File: config.mk
export PLATFORM = sky130hd
export DESIGN_NAME = rhmf_queue
export DESIGN_NICKNAME = d
export VERILOG_FILES = /design/src/rtl/core/rhmf_pkg.sv /design/src/rtl/core/rhmf_queue.sv
export VERILOG_INCLUDE_DIRS = /design/src /design/src/rtl/core
export SDC_FILE = /design/constraint.sdc
export NUM_CORES = 1
export LEC_CHECK = 0
export ABC_CLOCK_PERIOD_IN_PS = 5700
export BUFFER_PORTS_ARGS = -buffer_cell sky130_fd_sc_hd__buf_2
export CORE_MARGIN = 3
export CORE_UTILIZATION = 51
export DETAILED_ROUTE_END_ITERATION = 8
export GPL_ROUTABILITY_DRIVEN = 0
export PLACE_DENSITY = 0.77
export RECOVER_POWER = 50
export SLEW_MARGIN = 20
export SYNTH_ARGS = -nofsm -noshare
export SYNTH_HDL_FRONTEND = slang
export SYNTH_SLANG_ARGS = --single-unit
File: constraint.sdc
create_clock -name clock -period 5.7 [get_ports clock]
set_input_delay 0.285 -clock clock [delete_from_list [all_inputs] [get_ports clock]]
set_output_delay 0.285 -clock clock [all_outputs]
set_load 0.05 [all_outputs]
File: src/rtl/core/assert_macros.svh
// Assertion macros shared by the median filter RTL.
`ifndef ASSERT_MACROS_SVH
`define ASSERT_MACROS_SVH
`ifndef SYNTHESIS
`define RHMF_ASSERT(lbl, clk, rst, prop, msg) \
   lbl: assert property (@(posedge clk) disable iff (rst) (prop)) else $error(msg);
`define RHMF_ASSERT_NEXT(lbl, clk, rst, pre, post, msg) \
   lbl: assert property (@(posedge clk) disable iff (rst) (pre) |=> (post)) else $error(msg);
`else
`define RHMF_ASSERT(lbl, clk, rst, prop, msg)
`define RHMF_ASSERT_NEXT(lbl, clk, rst, pre, post, msg)
`endif
`endif

File: src/rtl/core/rhmf_pkg.sv
// Shared constants and types of the RGB histogram median filter.
package rhmf_pkg;

   localparam int DEF_MAX_WIDTH  = 1024;
   localparam int DEF_MAX_RADIUS = 7;
   localparam int QUEUE_DEPTH    = 2;

   localparam int PIX_W  = 8;
   localparam int RGB_W  = 3 * PIX_W;
   localparam int COL_W  = 13;
   localparam int ROW_W  = 13;
   localparam int LW_W   = 14;
   localparam int RAD_W  = 3;
   localparam int SLOT_W = 6;
   localparam int DIFF_W = 17;
   localparam int CNT_W  = 10;
   localparam int BIT_W  = 3;

   // config register fields
   localparam int FW_W  = 11;
   localparam int FH_W  = 13;
   localparam int CSR_IDX_W  = 2;
   localparam int CSR_DATA_W = 13;

   localparam logic [CSR_IDX_W-1:0] CSR_FRAME_WIDTH  = 2'd0;
   localparam logic [CSR_IDX_W-1:0] CSR_FRAME_HEIGHT = 2'd1;
   localparam logic [CSR_IDX_W-1:0] CSR_HALF_WIDTH   = 2'd2;
   localparam logic [CSR_IDX_W-1:0] CSR_HALF_HEIGHT  = 2'd3;

   localparam logic [FW_W-1:0]  RST_FRAME_WIDTH  = 11'd640;
   localparam logic [FH_W-1:0]  RST_FRAME_HEIGHT = 13'd480;
   localparam logic [RAD_W-1:0] RST_HALF_WIDTH   = 3'd1;
   localparam logic [RAD_W-1:0] RST_HALF_HEIGHT  = 3'd1;

   localparam logic OP_PIXEL = 1'b0;
   localparam logic OP_DRAIN = 1'b1;

   // rows kept in the line store: window, plus slack for jobs in flight
   function automatic int line_rows(input int radius);
      return 2 * radius + 2 * QUEUE_DEPTH + 4;
   endfunction

   typedef struct packed {
      logic              en;
      logic [SLOT_W-1:0] slot;
      logic [COL_W-1:0]  col;
      logic [RGB_W-1:0]  data;
   } mem_wr_type;

   typedef struct packed {
      logic [COL_W-1:0]  x;
      logic [ROW_W-1:0]  y;
      logic [SLOT_W-1:0] slot;
      logic [LW_W-1:0]   lw;
      logic [ROW_W-1:0]  lh;
      logic [RAD_W-1:0]  hw;
      logic [RAD_W-1:0]  hh;
      logic              row_end;
      logic              frame_end;
   } job_type;

endpackage

File: src/rtl/core/rhmf_queue.sv
// Short job queue between front end and median engine.
`include "assert_macros.svh"
module rhmf_queue #(
   parameter int DEPTH = rhmf_pkg::QUEUE_DEPTH
) (
   input  logic              clock,
   input  logic              reset,
   input  logic              push,
   input  rhmf_pkg::job_type push_data,
   output logic              push_ready,
   input  logic              pop,
   output logic              pop_valid,
   output rhmf_pkg::job_type pop_data
);
   import rhmf_pkg::*;

   localparam int PTR_W = (DEPTH > 1) ? $clog2(DEPTH) : 1;
   localparam int CNT_QW = $clog2(DEPTH + 1);

   job_type            store_ff [DEPTH];
   logic [PTR_W-1:0]   wr_ptr_ff, rd_ptr_ff;
   logic [CNT_QW-1:0]  count_ff;

   function automatic logic [PTR_W-1:0] ptr_inc(input logic [PTR_W-1:0] p);
      return (p == PTR_W'(DEPTH - 1)) ? '0 : p + 1'b1;
   endfunction

   assign push_ready = (count_ff != CNT_QW'(DEPTH));
   assign pop_valid  = (count_ff != '0);
   assign pop_data   = store_ff[rd_ptr_ff];

   always_ff @(posedge clock) begin
      if (reset) begin
         wr_ptr_ff <= '0;
         rd_ptr_ff <= '0;
         count_ff  <= '0;
      end else begin
         if (push)
            wr_ptr_ff <= ptr_inc(wr_ptr_ff);
         if (pop)
            rd_ptr_ff <= ptr_inc(rd_ptr_ff);
         if (push && !pop)
            count_ff <= count_ff + 1'b1;
         else if (pop && !push)
            count_ff <= count_ff - 1'b1;
      end
   end

   always_ff @(posedge clock) begin
      if (push)
         store_ff[wr_ptr_ff] <= push_data;
   end

   `RHMF_ASSERT(a_q_no_overflow, clock, reset, !(push && !push_ready), "queue overflow")
   `RHMF_ASSERT(a_q_no_underflow, clock, reset, !(pop && !pop_valid), "queue underflow")
   `RHMF_ASSERT(a_q_count_bound, clock, reset, count_ff <= CNT_QW'(DEPTH), "queue count")

endmodule

==> flow_results.xml <==
<?xml version="1.0" encoding="UTF-8"?>
<metrics>
  <group name="run_status">
    <metric name="status" unit="">finished, violations left</metric>
    <metric name="violated_checks" unit="">capacitance limit, slew limit</metric>
  </group>
  <group name="setup_path">
    <metric name="critPathRequiredTime" unit="ns">5.85</metric>
    <metric name="worst_path_class_setup" unit="">reg2reg</metric>
    <metric name="start_kind" unit="">flop</metric>
    <metric name="crit_fanout" unit="">41</metric>
    <metric name="timing.reg2reg.setup_slack" unit="ns">2.51</metric>
    <metric name="timing.critical_path.to_type" unit="">flop</metric>
    <metric name="cp_data_arrival_time" unit="ns">3.34</metric>
  </group>
  <group name="global_route">
    <metric name="pin_count_of_the_biggest_net_entering_global_routing" unit="">68</metric>
    <metric name="global_routing_s_busiest_layer" unit="">met2</metric>
    <metric name="globalRouteTotalUtil" unit="%">18.6</metric>
    <metric name="sum_of_overflow_across_all_layers_after_global_routing" unit="">0</metric>
    <metric name="grt_pass1_wl" unit="mm">15.6</metric>
    <metric name="grt_antenna_before_repair" unit="">0</metric>
    <metric name="gr-usage-met2" unit="%">34.0</metric>
    <metric name="gr_layer_usage_met1" unit="%">19.3</metric>
    <metric name="use_met3" unit="%">6.98</metric>
    <metric name="number_of_global_route_vias_before_repair" unit="">3218</metric>
  </group>
  <group name="layout">
    <metric name="drive_above_1_share" unit="%">41.5</metric>
    <metric name="antennaDiodeCount" unit="">0</metric>
    <metric name="finalNetCount" unit="">522</metric>
    <metric name="fin_area" unit="µm²">7170</metric>
    <metric name="synthToLayoutAreaGrowth" unit="%">39.1</metric>
  </group>
  <group name="synthesis">
    <metric name="synth_flop_cell" unit="">sky130_fd_sc_hd__edfxtp_1</metric>
    <metric name="syn_area" unit="µm²">5150</metric>
    <metric name="yosysMostFrequentCell" unit="">sky130_fd_sc_hd__edfxtp_1</metric>
    <metric name="area_share_of_the_leading_cell_type_in_the_synthesized_netlist" unit="%">78.1</metric>
    <metric name="synth_enable_flop_cells" unit="">134</metric>
    <metric name="yosysUniqueCellTypes" unit="">19</metric>
    <metric name="synth.ff_latch_count" unit="">139</metric>
    <metric name="synth.area.top_cells" unit="">sky130_fd_sc_hd__edfxtp_1 78%, sky130_fd_sc_hd__mux2_4 8.7%, sky130_fd_sc_hd__mux2_2 8.1%, sky130_fd_sc_hd__dfxtp_1 1.9%, sky130_fd_sc_hd__buf_6 0.66%</metric>
    <metric name="synth.cells.most_frequent" unit="">134 x sky130_fd_sc_hd__edfxtp_1, 37 x sky130_fd_sc_hd__mux2_2, 30 x sky130_fd_sc_hd__mux2_4</metric>
    <metric name="avgSynthCellArea" unit="µm²">22.4</metric>
    <metric name="synth-seq-area-share" unit="%">80.0</metric>
    <metric name="postSynthCellCount" unit="">230</metric>
    <metric name="syn_nets" unit="">302</metric>
    <metric name="synth_top_cell_by_area" unit="">sky130_fd_sc_hd__edfxtp_1</metric>
    <metric name="async_flop_share" unit="%">0</metric>
    <metric name="synthesis.yosys.warnings" unit="">0</metric>
  </group>
  <group name="sta">
    <metric name="grt_setup_unrepaired" unit="">false</metric>
    <metric name="achievable-frequency" unit="MHz">314</metric>
    <metric name="relSlewSlack" unit="%">-105</metric>
    <metric name="finClkSkew" unit="ns">0.00790</metric>
    <metric name="finalHoldViolations" unit="">0</metric>
    <metric name="slew_viol_final" unit="">96</metric>
    <metric name="finalCritPeriodShare" unit="%">56.0</metric>
    <metric name="measured_slew_at_the_worst_slew_check_pin" unit="ns">3.08</metric>
    <metric name="setup_total_negative_slack" unit="ns">0</metric>
    <metric name="final_min_period" unit="ns">3.19</metric>
    <metric name="finalSetupViolations" unit="">0</metric>
  </group>
  <group name="routing">
    <metric name="antenna_violating_nets_post_route" unit="">0</metric>
    <metric name="drt_pass1_iterations" unit="">4</metric>
    <metric name="post_drt_wl_per_cell" unit="µm">16.7</metric>
    <metric name="drt_iter0_drc" unit="">113</metric>
    <metric name="route.detailed.drc" unit="">0</metric>
    <metric name="detailroute.via_count" unit="">2900</metric>
    <metric name="totalWireLength" unit="mm">9.97</metric>
    <metric name="via_count_normalized_by_instance_count" unit="">4.87</metric>
  </group>
  <group name="clock_network">
    <metric name="clk-insertion-delay-late" unit="ns">0.52</metric>
    <metric name="numCtsBuffers" unit="">17</metric>
    <metric name="clk_pin_slew_worst_paths" unit="ns">0.06</metric>
    <metric name="postCtsSetupRepairBufs" unit="">0</metric>
    <metric name="cts_repair_resize_count" unit="">0</metric>
    <metric name="cts-root-buf" unit="">sky130_fd_sc_hd__clkbuf_8</metric>
    <metric name="numClockSinks" unit="">139</metric>
    <metric name="htree_levels" unit="">4</metric>
    <metric name="tritoncts" unit="">yes</metric>
    <metric name="clk_path_buf_depth" unit="">2</metric>
  </group>
  <group name="floorplanning">
    <metric name="core.rowCount" unit="">36</metric>
    <metric name="start_util" unit="%">52.5</metric>
    <metric name="design.die.area" unit="µm²">11300</metric>
    <metric name="pin_count" unit="">140</metric>
    <metric name="die_h" unit="µm">107</metric>
    <metric name="die_width" unit="µm">107</metric>
    <metric name="core" unit="µm²">9820</metric>
  </group>
  <group name="pwr">
    <metric name="power_density" unit="nW/µm²">380</metric>
    <metric name="power.static_leakage" unit="nW">2.70</metric>
    <metric name="power.ir.vdd_worst" unit="V">0.000303</metric>
  </group>
  <group name="run">
    <metric name="cap_viol_max_count" unit="">2</metric>
  </group>
  <group name="placed_design">
    <metric name="hpwlAfterDp" unit="mm">5.41</metric>
    <metric name="placed_standard_cell_area" unit="µm²">5980</metric>
    <metric name="numPortBuffers" unit="">139</metric>
  </group>
  <group name="worst_hold_path">
    <metric name="worst_min_delay_path_class" unit="">in2reg</metric>
  </group>
</metrics>
## where the power goes
part           switching, W  internal, W  total, W
clock network      0.000390     0.000660   0.00105
logic              0.000287     0.000154  0.000440
registers         0.0000383      0.00120   0.00123
## through the flow
stage	instances	util, %	setup slack [ns]	power [W]	hold slack, ns
global route	596	73.0	2.11	0.00281	0.0512
finish	596	73.0	2.51	0.00272	0.0526
floorplan	230	-	1.89	0.00156	0.354
detailed placement	496	60.9	3.57	0.00166	0.476
global placement	496	60.9	3.59	0.00165	0.472
CTS	596	73.7	3.12	0.00274	0.0276
## layout by cell type (no fill, tap or decap), types with 2 or more instances in the layout
cell type,synthesis,layout
sky130_fd_sc_hd__clkbuf_2,0,2
sky130_fd_sc_hd__clkinv_4,0,2
sky130_fd_sc_hd__clkinvlp_4,0,3
sky130_fd_sc_hd__xnor2_1,2,2
sky130_fd_sc_hd__dlygate4sd3_1,0,68
sky130_fd_sc_hd__dfxtp_1,5,4
sky130_fd_sc_hd__clkbuf_16,0,16
sky130_fd_sc_hd__buf_2,3,93
sky130_fd_sc_hd__clkinv_1,0,3
sky130_fd_sc_hd__edfxtp_1,134,134
sky130_fd_sc_hd__xor2_1,2,2
sky130_fd_sc_hd__clkbuf_1,0,46
sky130_fd_sc_hd__mux2_4,30,30
sky130_fd_sc_hd__mux2_2,37,37
sky130_fd_sc_hd__nor2_1,4,4
sky130_fd_sc_hd__clkinv_2,0,2
sky130_fd_sc_hd__bufinv_16,0,3
## registers in the layout, indices dropped and copies added (netlist names), named ones only
| register | count |
|---|---|
| store_ff | 134 |
| wr_ptr_ff | 1 |
| count_ff | 2 |
| rd_ptr_ff | 1 |
## per-layer routing
layer  part of all wire (%)  wire length [µm]
met5                      0                 0
met4                    1.5               154
met3                    6.9               688
met2                     56              5560
met1                     36              3570
## cells by family after synthesis
kind of cell	after synthesis	synth area share (%)
flops	139	80.0
simple gates	9	0.898
compound gates	2	0.194
xor+xnor	4	0.680
mux	67	16.8
fa+ha+maj	1	0.243
buf+inv	8	1.16
## path summary, 6_finish.rpt
kind,cells past startpoint,start,end
worst min-delay path,3,pop,rd_ptr_ff
worst max-delay path,2,wr_ptr_ff,store_ff[0][58]
worst max register to register,2,wr_ptr_ff,store_ff[0][58]
worst min register to register,2,count_ff[1],count_ff[1]
## cell type report
cell class	instances	area, µm²
clock buffers	19	422
clock inverters	13	151
fillers	631	2650
inverters	1	3.75
multi-input cells	83	971
flip-flops and latches	139	4130
well taps	133	166
repair buffers	208	1330
## critical path, stage by stage (launching register included)
cell,delay (ns)
sky130_fd_sc_hd__dfxtp_1,0.32
sky130_fd_sc_hd__nor2b_1,1.75
sky130_fd_sc_hd__buf_4,0.71
## timing repair
action | in CTS | in global routing
hold buffers | 68 | 0
endpoints found under the hold margin | 139 | 0
endpoints found under the setup margin | 0 | 0
Power figures use the tool's default switching activity.
